`src/sv/pu_pkg.sv`:
```
// Shared package for the phase unwrapper.
// Holds the default sample format, the fixed-point pi source constant and
// the queue item type. It depends on nothing else.
package pu_pkg;

  // Default number of fraction bits in the phase samples.
  localparam int PHASE_FRAC_BITS_DEF = 24;

  // Pi with 60 fraction bits; the working value is rounded from this.
  localparam logic [63:0] PI_Q60 = 64'h3243F6A8885A308D;

  // Reset value of the cutoff register (pi in unsigned Q7.24).
  localparam logic [30:0] CUTOFF_RST = 31'd52707179;

  // Depth of the queue between the front and back parts.
  localparam int QUEUE_DEPTH = 4;
  localparam int QPTR_W      = $clog2(QUEUE_DEPTH);
  localparam int QCNT_W      = $clog2(QUEUE_DEPTH + 1);

  // One classified sample as it travels from the front to the back part.
  typedef struct packed {
    logic signed [31:0] phase;
    logic               last;
    logic               first;
    logic signed [32:0] dp;
  } pu_item_t;

endpackage

```
`src/sv/pu_front.sv`:
```
// Front part of the phase unwrapper: accepts samples and classifies them.
// Keeps the previous raw sample and the sequence flag and forms the raw
// difference. Depends on pu_pkg.
module pu_front
  import pu_pkg::*;
(
  input  logic               clk,
  input  logic               rst_n,
  input  logic               in_valid,
  input  logic signed [31:0] in_phase_in,
  input  logic               in_last_in,
  input  logic               q_full,
  output logic               push,
  output pu_item_t           push_item
);

  logic signed [31:0] prev_r;
  logic               have_prev_r;

  // A transfer happens whenever a sample is valid and the queue has room.
  assign push = in_valid && !q_full;

  // Classify the sample and form its difference from the previous one.
  always_comb begin
    push_item.phase = in_phase_in;
    push_item.last  = in_last_in;
    push_item.first = !have_prev_r;
    push_item.dp    = {in_phase_in[31], in_phase_in} - {prev_r[31], prev_r};
  end

  // Sequence state; a sample flagged last makes the next one start fresh.
  always_ff @(posedge clk) begin
    if (!rst_n) begin
      prev_r      <= '0;
      have_prev_r <= 1'b0;
    end else if (push) begin
      prev_r      <= in_phase_in;
      have_prev_r <= !in_last_in;
    end
  end

endmodule

```
`src/sv/pu_queue.sv`:
```
// Short queue between the front and back parts of the phase unwrapper.
// Lets the front keep accepting while the back part is held by its output.
// Depends on pu_pkg.
module pu_queue
  import pu_pkg::*;
(
  input  logic     clk,
  input  logic     rst_n,
  input  logic     push,
  input  pu_item_t push_item,
  input  logic     pop,
  output pu_item_t pop_item,
  output logic     empty,
  output logic     full
);

  pu_item_t            entries_r [QUEUE_DEPTH];
  logic [QPTR_W-1:0]   wr_ptr_r;
  logic [QPTR_W-1:0]   rd_ptr_r;
  logic [QCNT_W-1:0]   cnt_r;
  logic [QCNT_W-1:0]   cnt_nxt;

  assign empty    = (cnt_r == '0);
  assign full     = (cnt_r == QCNT_W'(QUEUE_DEPTH));
  assign pop_item = entries_r[rd_ptr_r];

  // Occupancy follows the two transfers.
  always_comb begin
    cnt_nxt = cnt_r;
    if (push && !pop) begin
      cnt_nxt = cnt_r + 1'b1;
    end else if (pop && !push) begin
      cnt_nxt = cnt_r - 1'b1;
    end
  end

  // Pointers wrap at the queue depth.
  always_ff @(posedge clk) begin
    if (!rst_n) begin
      wr_ptr_r <= '0;
      rd_ptr_r <= '0;
      cnt_r    <= '0;
    end else begin
      cnt_r <= cnt_nxt;
      if (push) begin
        wr_ptr_r <= (wr_ptr_r == QPTR_W'(QUEUE_DEPTH - 1)) ? '0 : wr_ptr_r + 1'b1;
      end
      if (pop) begin
        rd_ptr_r <= (rd_ptr_r == QPTR_W'(QUEUE_DEPTH - 1)) ? '0 : rd_ptr_r + 1'b1;
      end
    end
  end

  // Entry storage.
  always_ff @(posedge clk) begin
    if (push) begin
      entries_r[wr_ptr_r] <= push_item;
    end
  end

endmodule

```
`src/sv/pu_back.sv`:
```
// Back part of the phase unwrapper: wraps the difference, builds the
// correction, keeps the running sum and drives the result register.
// Depends on pu_pkg.
module pu_back
  import pu_pkg::*;
#(
  parameter int PHASE_FRAC_BITS = PHASE_FRAC_BITS_DEF
) (
  input  logic               clk,
  input  logic               rst_n,
  input  logic               cfg_we,
  input  logic [30:0]        cfg_wdata,
  input  pu_item_t           q_item,
  input  logic               q_empty,
  output logic               q_pop,
  output logic               out_valid,
  input  logic               out_stall,
  output logic signed [39:0] out_phase_out,
  output logic               out_last_out
);

  // Fixed-point pi, 2*pi, an offset that makes the wrap operand
  // non-negative, and the reciprocal of 2*pi scaled by 2^UW.
  localparam int          F      = PHASE_FRAC_BITS;
  localparam logic [63:0] PI_FIX = (PI_Q60 + (64'd1 << (59 - F))) >> (60 - F);
  localparam logic [63:0] TWO_PI = PI_FIX << 1;
  localparam int          TW     = F + 3;
  localparam int          UW     = 34;
  localparam int          QW     = 32 - F;
  localparam int          PW     = QW + TW;
  localparam logic [63:0] KWRAP  = ((64'd1 << 32) + TWO_PI - 64'd1) / TWO_PI;
  localparam logic [63:0] OFF    = KWRAP * TWO_PI;
  localparam logic [63:0] RECIP  = (64'd1 << UW) / TWO_PI;

  localparam logic [PW-1:0] T_P = TWO_PI[PW-1:0];

  function automatic logic signed [39:0] sat40(input logic signed [40:0] v);
    logic signed [39:0] r;
    if (v[40] != v[39]) begin
      r = v[40] ? {1'b1, {39{1'b0}}} : {1'b0, {39{1'b1}}};
    end else begin
      r = v[39:0];
    end
    return r;
  endfunction

  logic [30:0] cutoff_r;
  logic        en;

  // Stage valids.
  logic a_vld_r, b_vld_r, c_vld_r, d_vld_r, e_vld_r, f_vld_r, out_vld_r;

  // Stage payloads.
  logic signed [31:0] a_phase_r, b_phase_r, c_phase_r, d_phase_r, e_phase_r, f_phase_r;
  logic               a_last_r, b_last_r, c_last_r, d_last_r, e_last_r, f_last_r;
  logic               a_first_r, b_first_r, c_first_r, d_first_r, e_first_r;
  logic               a_big_r, b_big_r, c_big_r, d_big_r;
  logic               a_pos_r, b_pos_r, c_pos_r;
  logic [UW-1:0]      a_u_r, b_u_r, c_u_r;
  logic [QW-1:0]      b_q_r;
  logic [PW-1:0]      c_qt_r, d_qt_r;
  logic               d_fix_r, d_spec_r;
  logic signed [33:0] e_corr_r;
  logic signed [39:0] sum_r;
  logic signed [39:0] out_phase_r;
  logic               out_last_r;

  // Combinational helpers.
  logic [34:0]        a_usum;
  logic [32:0]        a_mag;
  logic [UW+QW-1:0]   b_prod;
  logic [PW-1:0]      d_r0;
  logic [PW-1:0]      d_r;
  logic               d_fix;
  logic [35:0]        e_corr;
  logic signed [39:0] f_sum_nxt;
  logic signed [39:0] out_phase_nxt;

  // The whole back pipeline moves unless a result waits on a stall.
  assign en            = !(out_vld_r && out_stall);
  assign q_pop         = en && !q_empty;
  assign out_valid     = out_vld_r;
  assign out_phase_out = out_phase_r;
  assign out_last_out  = out_last_r;

  // Cutoff register.
  always_ff @(posedge clk) begin
    if (!rst_n) begin
      cutoff_r <= CUTOFF_RST;
    end else if (cfg_we) begin
      cutoff_r <= cfg_wdata;
    end
  end

  // Stage valids.
  always_ff @(posedge clk) begin
    if (!rst_n) begin
      a_vld_r   <= 1'b0;
      b_vld_r   <= 1'b0;
      c_vld_r   <= 1'b0;
      d_vld_r   <= 1'b0;
      e_vld_r   <= 1'b0;
      f_vld_r   <= 1'b0;
      out_vld_r <= 1'b0;
    end else if (en) begin
      a_vld_r   <= !q_empty;
      b_vld_r   <= a_vld_r;
      c_vld_r   <= b_vld_r;
      d_vld_r   <= c_vld_r;
      e_vld_r   <= d_vld_r;
      f_vld_r   <= e_vld_r;
      out_vld_r <= f_vld_r;
    end
  end

  // Stage A: offset the difference by pi plus a multiple of 2*pi, and
  // compare its magnitude with the cutoff.
  always_comb begin
    a_usum = {{2{q_item.dp[32]}}, q_item.dp} + PI_FIX[34:0] + OFF[34:0];
    a_mag  = q_item.dp[32] ? (33'd0 - q_item.dp) : q_item.dp;
  end

  always_ff @(posedge clk) begin
    if (en) begin
      a_phase_r <= q_item.phase;
      a_last_r  <= q_item.last;
      a_first_r <= q_item.first;
      a_u_r     <= a_usum[UW-1:0];
      a_big_r   <= (a_mag >= {2'b00, cutoff_r});
      a_pos_r   <= !q_item.dp[32] && (q_item.dp != '0);
    end
  end

  // Stage B: quotient estimate by the reciprocal; it is low by at most one.
  assign b_prod = {{QW{1'b0}}, a_u_r} * {{UW{1'b0}}, RECIP[QW-1:0]};

  always_ff @(posedge clk) begin
    if (en) begin
      b_phase_r <= a_phase_r;
      b_last_r  <= a_last_r;
      b_first_r <= a_first_r;
      b_big_r   <= a_big_r;
      b_pos_r   <= a_pos_r;
      b_u_r     <= a_u_r;
      b_q_r     <= b_prod[UW+QW-1:UW];
    end
  end

  // Stage C: multiple of 2*pi for the estimated quotient.
  always_ff @(posedge clk) begin
    if (en) begin
      c_phase_r <= b_phase_r;
      c_last_r  <= b_last_r;
      c_first_r <= b_first_r;
      c_big_r   <= b_big_r;
      c_pos_r   <= b_pos_r;
      c_u_r     <= b_u_r;
      c_qt_r    <= {{TW{1'b0}}, b_q_r} * {{QW{1'b0}}, TWO_PI[TW-1:0]};
    end
  end

  // Stage D: remainder, one-step quotient fix, and the case where the
  // wrapped value lands on -pi for a rising jump and becomes +pi.
  always_comb begin
    d_r0  = {1'b0, c_u_r} - c_qt_r;
    d_fix = (d_r0 >= T_P);
    d_r   = d_fix ? (d_r0 - T_P) : d_r0;
  end

  always_ff @(posedge clk) begin
    if (en) begin
      d_phase_r <= c_phase_r;
      d_last_r  <= c_last_r;
      d_first_r <= c_first_r;
      d_big_r   <= c_big_r;
      d_qt_r    <= c_qt_r;
      d_fix_r   <= d_fix;
      d_spec_r  <= (d_r == '0) && c_pos_r;
    end
  end

  // Stage E: the correction equals the offset minus the true multiple of
  // 2*pi, plus 2*pi when -pi was turned into +pi.
  always_comb begin
    e_corr = OFF[35:0] - {{(36 - PW){1'b0}}, d_qt_r};
    if (d_fix_r && !d_spec_r) begin
      e_corr = e_corr - {{(36 - PW){1'b0}}, T_P};
    end else if (d_spec_r && !d_fix_r) begin
      e_corr = e_corr + {{(36 - PW){1'b0}}, T_P};
    end
  end

  always_ff @(posedge clk) begin
    if (en) begin
      e_phase_r <= d_phase_r;
      e_last_r  <= d_last_r;
      e_first_r <= d_first_r;
      e_corr_r  <= d_big_r ? e_corr[33:0] : '0;
    end
  end

  // Stage F: running correction sum, cleared at the start of a sequence.
  assign f_sum_nxt = e_first_r ? '0
                   : sat40({sum_r[39], sum_r} + {{7{e_corr_r[33]}}, e_corr_r});

  always_ff @(posedge clk) begin
    if (!rst_n) begin
      sum_r <= '0;
    end else if (en && e_vld_r) begin
      sum_r <= f_sum_nxt;
    end
  end

  always_ff @(posedge clk) begin
    if (en) begin
      f_phase_r <= e_phase_r;
      f_last_r  <= e_last_r;
    end
  end

  // Output register: raw sample plus the sum, saturated.
  assign out_phase_nxt = sat40({{9{f_phase_r[31]}}, f_phase_r} + {sum_r[39], sum_r});

  always_ff @(posedge clk) begin
    if (en) begin
      out_phase_r <= out_phase_nxt;
      out_last_r  <= f_last_r;
    end
  end

endmodule

```
`src/sv/phase_unwrap.sv`:
```
// Top level of the streaming phase unwrapper.
// Connects the front part, the queue and the back part. Depends on pu_pkg,
// pu_front, pu_queue and pu_back.
//
//   Channel   Direction  Handshake             Payload
//   in_       input      in_valid / in_stall   in_phase_in, in_last_in
//   out_      output     out_valid / out_stall out_phase_out, out_last_out
//   cfg_      input      cfg_we                cfg_wdata (cutoff)
//
// One sample is taken and one result given per cycle, sustained while
// out_stall is low. A result passes from its input transfer through the
// queue, then through the back pipeline registers A to F and the output
// register; the two registered multiplies in B and C form the modulo by
// 2*pi. Reset is synchronous and active low; it clears the sequence state,
// the running sum and the cutoff to pi. A stall on the output freezes the
// back pipeline; the queue of four then fills before in_stall rises.
module phase_unwrap
  import pu_pkg::*;
#(
  parameter int PHASE_FRAC_BITS = PHASE_FRAC_BITS_DEF
) (
  input  logic               clk,
  input  logic               rst_n,
  input  logic               cfg_we,
  input  logic [30:0]        cfg_wdata,
  input  logic               in_valid,
  output logic               in_stall,
  input  logic signed [31:0] in_phase_in,
  input  logic               in_last_in,
  output logic               out_valid,
  input  logic               out_stall,
  output logic signed [39:0] out_phase_out,
  output logic               out_last_out
);

  logic     push;
  logic     pop;
  logic     q_full;
  logic     q_empty;
  pu_item_t push_item;
  pu_item_t pop_item;

  assign in_stall = q_full;

  // Front part: transfer and classification of samples.
  pu_front u_front (
    .clk         (clk),
    .rst_n       (rst_n),
    .in_valid    (in_valid),
    .in_phase_in (in_phase_in),
    .in_last_in  (in_last_in),
    .q_full      (q_full),
    .push        (push),
    .push_item   (push_item)
  );

  // Queue between the two parts.
  pu_queue u_queue (
    .clk       (clk),
    .rst_n     (rst_n),
    .push      (push),
    .push_item (push_item),
    .pop       (pop),
    .pop_item  (pop_item),
    .empty     (q_empty),
    .full      (q_full)
  );

  // Back part: wrap, correction, sum and result register.
  pu_back #(
    .PHASE_FRAC_BITS (PHASE_FRAC_BITS)
  ) u_back (
    .clk           (clk),
    .rst_n         (rst_n),
    .cfg_we        (cfg_we),
    .cfg_wdata     (cfg_wdata),
    .q_item        (pop_item),
    .q_empty       (q_empty),
    .q_pop         (pop),
    .out_valid     (out_valid),
    .out_stall     (out_stall),
    .out_phase_out (out_phase_out),
    .out_last_out  (out_last_out)
  );

endmodule

```
`config.mk`:
```
export PLATFORM = sky130hd
export DESIGN_NAME = phase_unwrap
export DESIGN_NICKNAME = d
export VERILOG_FILES = /design/src/sv/pu_pkg.sv /design/src/sv/pu_front.sv /design/src/sv/pu_queue.sv /design/src/sv/pu_back.sv /design/src/sv/phase_unwrap.sv
export SDC_FILE = /design/constraint.sdc
export NUM_CORES = 2
export LEC_CHECK = 0
export BUFFER_PORTS_ARGS = -buffer_cell sky130_fd_sc_hd__buf_2
export CORE_AREA = 2 2 329 494
export DETAILED_ROUTE_END_ITERATION = 6
export DIE_AREA = 0 0 331 496
export PLACE_DENSITY = 0.45
export SLEW_MARGIN = 20
export SYNTH_ARGS = -nofsm -noshare
export SYNTH_HDL_FRONTEND = slang
export SYNTH_SLANG_ARGS = --single-unit
export TNS_END_PERCENT = 100
```
`constraint.sdc`:
```
create_clock -name clk -period 23 [get_ports clk]
set_clock_uncertainty 0.15 [all_clocks]
set_input_delay 4.6 -clock clk [delete_from_list [all_inputs] [get_ports clk]]
set_output_delay 4.6 -clock clk [all_outputs]
set_load 0.005 [all_outputs]
```
Word level (Yosys, flattened, before mapping):

Memories as Yosys holds them, arrays and structs flattened. A register that Yosys moved wholly into a read port is not among the register bits.
Cells that the tools add are included.

* register bits after elaboration: 582
* bits in latches: 0
* RAM bits: 268
* bits in read-only memories: 0
* word-level logic and storage cells: 115
* memories: 1

Memories
* u_queue.entries_r: words 4, width 67, read ports 1, clocked after Yosys merged registers in 1, wr ports 1, line pu_queue.sv:17 `pu_item_t entries_r [QUEUE_DEPTH];`

* add/sub/neg operators: 15
* multiply operators: 2
* div/mod/pow operators: 0
* magnitude comparators: 2
* equal/unequal tests: 5
* shift-type cells: 0
* mux-type cells: 17
* bitwise gates (word level): 0
* reduce and logical (&&, ||, !) cells: 24

Operator list (number)
* 40-bit 2-to-1 mux: 5
* 34-bit 2-to-1 mux: 2
* 32-bit by 40-bit adder with 41-bit output: 1
* 40-bit by 34-bit adder with 41-bit output: 1
* 34-bit by 7-bit multiplier with 41-bit output (second input constant): 1
* 35-bit by 27-bit greater-or-equal comparator with 1-bit output (second input constant): 1
* 35-bit zero test: 1
* 35-bit 2-to-1 mux: 1
* 34-bit by 35-bit subtractor with 35-bit output: 1
* 35-bit by 27-bit subtractor with 35-bit output (second input constant): 1
* 33-bit by 27-bit adder with 34-bit output (second input constant): 1
* 34-bit by 27-bit adder with 34-bit output (second input constant): 1
* 34-bit by 33-bit adder with 34-bit output (second input constant): 1
* 8-bit by 26-bit multiplier with 34-bit output (second input constant): 1
* 33-bit by 34-bit subtractor with 34-bit output (first input constant): 1
* 34-bit by 27-bit subtractor with 34-bit output (second input constant): 1
* 33-bit by 31-bit greater-or-equal comparator with 1-bit output: 1
* 33-bit 2-to-1 mux: 1
* 33-bit nonzero test: 1
* 1-bit by 33-bit subtractor with 33-bit output (first input constant): 1
* 32-bit by 32-bit subtractor with 33-bit output: 1
* 1-bit logical AND: 10
* 1-bit zero test: 10
* 2-bit 2-to-1 mux: 4
* 10 further kinds: 15

Depth between registers and ports, before layout:

* word-level depth: 7
* mapped depth: 24
* depth with buffers taken out: 21

Cells and area by module:

Synthesis repeated with hierarchy kept, for this count alone.

* cells, all modules: 4009
* area, all modules: 47794.6 um^2

Modules (own cells, without submodules)
* pu_back: times used 1, cells each 3160, area an instance 34335.4 um^2, seq. area each 15464.8 um^2
* pu_queue: times used 1, cells each 394, area an instance 10159.7 um^2, seq. area each 8227.9 um^2
* pu_front: times used 1, cells each 455, area an instance 3299.4 um^2, seq. area each 660.6 um^2

Worst setup path before layout:

No wires, ideal clock.

* path kind: input -> register
* start: in out_stall
* end: reg u_queue.cnt_r[2]
* setup time: 0.076 ns
* arrival: 18.083 ns
* required time: 22.774 ns
* path slack: 4.691 ns
* stages on the path: 10
* cell sequence: and2_1 > clkbuf_1 > clkinv_1 > o31ai_1 > ha_1 > inv_1 > fa_1 > xor2_1 > or3_1 > a21boi_0

* word-level cells in the longest chain between the ends: 6

Ends and longest elaborated chain
* start, declared: line phase_unwrap.sv:31 `input logic out_stall,`
* 1-bit logical AND (*): line pu_back.sv:80 `assign en = !(out_vld_r && out_stall);`
* 1-bit zero test (*): line pu_back.sv:80
* 1-bit logical AND (*): line pu_back.sv:81 `assign q_pop = en && !q_empty;`
* 1-bit zero test: line pu_queue.sv:30 `if (push && !pop) begin`
* 1-bit logical AND: line pu_queue.sv:30
* 3-bit 2-to-1 mux or 2-bit nonzero test (tied branches)
* end signal, assigned: line pu_queue.sv:44 `cnt_r <= cnt_nxt;`
* end, declared: line pu_queue.sv:20 `logic [QCNT_W-1:0] cnt_r;`

Mark *: on every way between the ends. The rest lies on a longest branch, timed or not.
A chain may end at the register's enable or synchronous reset.

==> results.toml <==
[synth]
synth_ff_type = "edfxtp_1"
yosysWarnings = 0
yosysSeqAreaShare_pct = 51.1
synth_top_area_share_pct = 46.1
synth_area_leaders = "edfxtp_1 (46%), ha_1 (11%), dfxtp_1 (5.0%)"
ys_ff_latch = 851
synth_common_cells = "edfxtp_1 (731), ha_1 (412), inv_1 (365)"
syn_avg_cell_area_um2 = 12.0
synth_top_area_cell = "edfxtp_1"
synth_edf_count = 731
synth.distinct_cells = 106
netlist_area_um2 = 47700
postSynthCellCount = 3983
synthArstFlopShare_pct = 0
yosys.cell_count.top_type = "edfxtp_1"
syn_nets = 4543

[critical_path]
cpMaxStageDelayCell = "a2111oi_0"
cp_data_arrival_time_ns = 8.74
max_stage_delay_ns = 0.67
worstPathRequired_ns = 23.33
worst_setup_path_end_kind = "flop"
cp_top_family = "compound AO/OA/AOI/OAI gates"
cp_max_fo = 6
crit_top_cell = "a21oi_1"
path_buf_inv = 2
crit_type = "in -> reg"
start_kind = "input port"
cp_cell_sequence = "buf_2, inv_1, ha_1, fa_1, nor2b_1, o21a_1, o21ai_0, a21oi_1, a2111oi_0, o41ai_1, o21ai_0, a2bb2oi_1, a21oi_1, a41oi_1, nand2b_1, a21oi_1, xnor2_1"

[clock_network]
clkTransAtPathRegs_ns = 0.06
insertion_delay_ns = 0.69
ctsResizeCount = 0
cts_hold_buffers = 0
cts_buffers = 88
post_cts.repair.setup_buffers = 0
htreeDepth = 3
clock_path_buffers = 3
root_buffer = "clkbuf_16"
cts.sinks = 851
tritoncts = "yes"

[sta]
min_period_over_period_pct = 36.6
timing.final.crit_period_ns = 8.41
hold_viol = 0
slew_violations = 0
setup_violations = 0
setup_tns_ns = 0
rsz0062_at_grt = "no"
fmax_ghz = 0.119
worst-slew-pin-transition_ns = 1.04
max_slew_margin_pct = 29.4

[run]
drv_cap = 0

[final_layout]
drive_above_1_share_pct = 9.70
nets = 4660
area_growth_pct = 12.5

[detailed_routing]
routed_wl_um = 121000
via_count = 30200
via_per_inst = 4.81
drt_iter0_drc = 1332
ant_nets = 0
drc_errors = 0
dr.pass1.iters = 6
wl_per_cell_um = 19.4

[floorplan]
core-area_um2 = 160000
die-area_um2 = 164000
die_x_um = 331
die_y_um = 496
io_pins = 112
rows = 180
start_util_pct = 29.8

[placed_design]
portBuffers = 111
place.detailed.hpwl_um = 92000
place_congestion = 0.840

[grt]
grt_usage_pct = 14.8
overflow = 0
grt_pass1_vias = 30700
grt_start_max_net_pins = 179
grt_pass1_wl_um = 185000
antenna_found_initial = 7

[min_path]
hp-class = "reg -> reg"

[outcome]
status = "finished, final reports clean"
registers in the layout, summed over array words and instances (netlist names), 33 cells and up, named ones only:
register and cells:
u_back.a_u_r 34, u_back.b_u_r 34, u_back.c_qt_r 34, u_back.c_u_r 34
u_back.d_qt_r 33, u_back.e_corr_r 33, u_back.out_phase_out 40, u_back.sum_r 40
u_queue.entries_r 268
routing by layer:
layer	up-vias	share of wire (%)	track usage, %
met5	-	0	0
met4	0	2.9	5.03
met3	151	2.6	1.55
li1	14900	-	-
met1	14700	40	16.6
met2	466	55	28.5
cell families (layout without fill, tap and decap cells):
family	count (synthesis)	in the layout	synth area share (%)
AND/OR/NAND/NOR	921	921	9.61
AO/OA/AOI/OAI	876	876	12.5
multiplexers	96	96	3.76
adder cells (fa/ha/maj)	498	498	14.3
buffers and inverters	474	666	3.81
XOR/XNOR	267	267	4.94
other	0	1	0
flip-flops	851	851	51.1
final timing paths:
| path | startpoint | end | slack, ns | depth (start not counted) |
|---|---|---|---|---|
| worst max-delay path | in_phase_in[0] | u_queue.entries_r[0][30] | 14.59 | 17 |
| worst max register to register | u_back.b_q_r[6] | u_back.c_qt_r[34] | 16.21 | 21 |
| worst min-delay path | u_back.a_last_r | u_back.b_last_r | 0.25 | 0 |
| worst min register to register | u_back.a_last_r | u_back.b_last_r | 0.25 | 0 |
metrics by stage:
stage / std cells / utilization [%] / setup slack, ns / instance area, um2 / hold WS, ns
final: 6269 / 33.5 / 14.59 / 53600 / 0.253
after global routing: 6269 / 33.5 / 14.33 / 53600 / 0.251
after CTS: 6268 / 33.5 / 14.67 / 53600 / 0.244
after detailed placement: 6103 / 31.7 / 13.94 / 50600 / 0.255
after global placement: 6103 / 31.7 / 14.03 / 50600 / 0.251
after floorplan: 3983 / - / 4.69 / 47700 / 0.250
layout make-up:
class | instances | area [um2]
Clock buffer | 118 | 2450
Fill cell | 16000 | 106000
Tap cell | 2093 | 2620
Inverter | 366 | 1380
Timing Repair Buffer | 135 | 751
Clock inverter | 47 | 553
Sequential cell | 851 | 24400
Antenna cell | 1 | 2.50
Multi-Input combinational cell | 2658 | 21500
cells in the final DEF (no fill, tap or decap), drive strengths merged, types with 11 or more instances in the layout:
cell and instances:
a2111oi 13, a211oi 18, a21boi 65, a21o 91
a21oi 239, a22oi 31, a31oi 32, and2 56
and3 26, buf 135, clkbuf 118, clkinv 27
dfxtp 120, edfxtp 731, fa 79, ha 412
inv 371, mux2i 24, mux4 66, nand2 288
nand2b 41, nand3 62, nand4 29, nor2 181
nor2b 74, nor3 60, nor3b 11, nor4 17
o2111ai 13, o211ai 36, o21a 41, o21ai 139
o21bai 20, o22ai 13, o31ai 19, or2 11
or3 32, xnor2 171, xor2 96
Power is not shown: default switching activity piles up to over one toggle a cycle in this logic, so the estimate is an artifact.
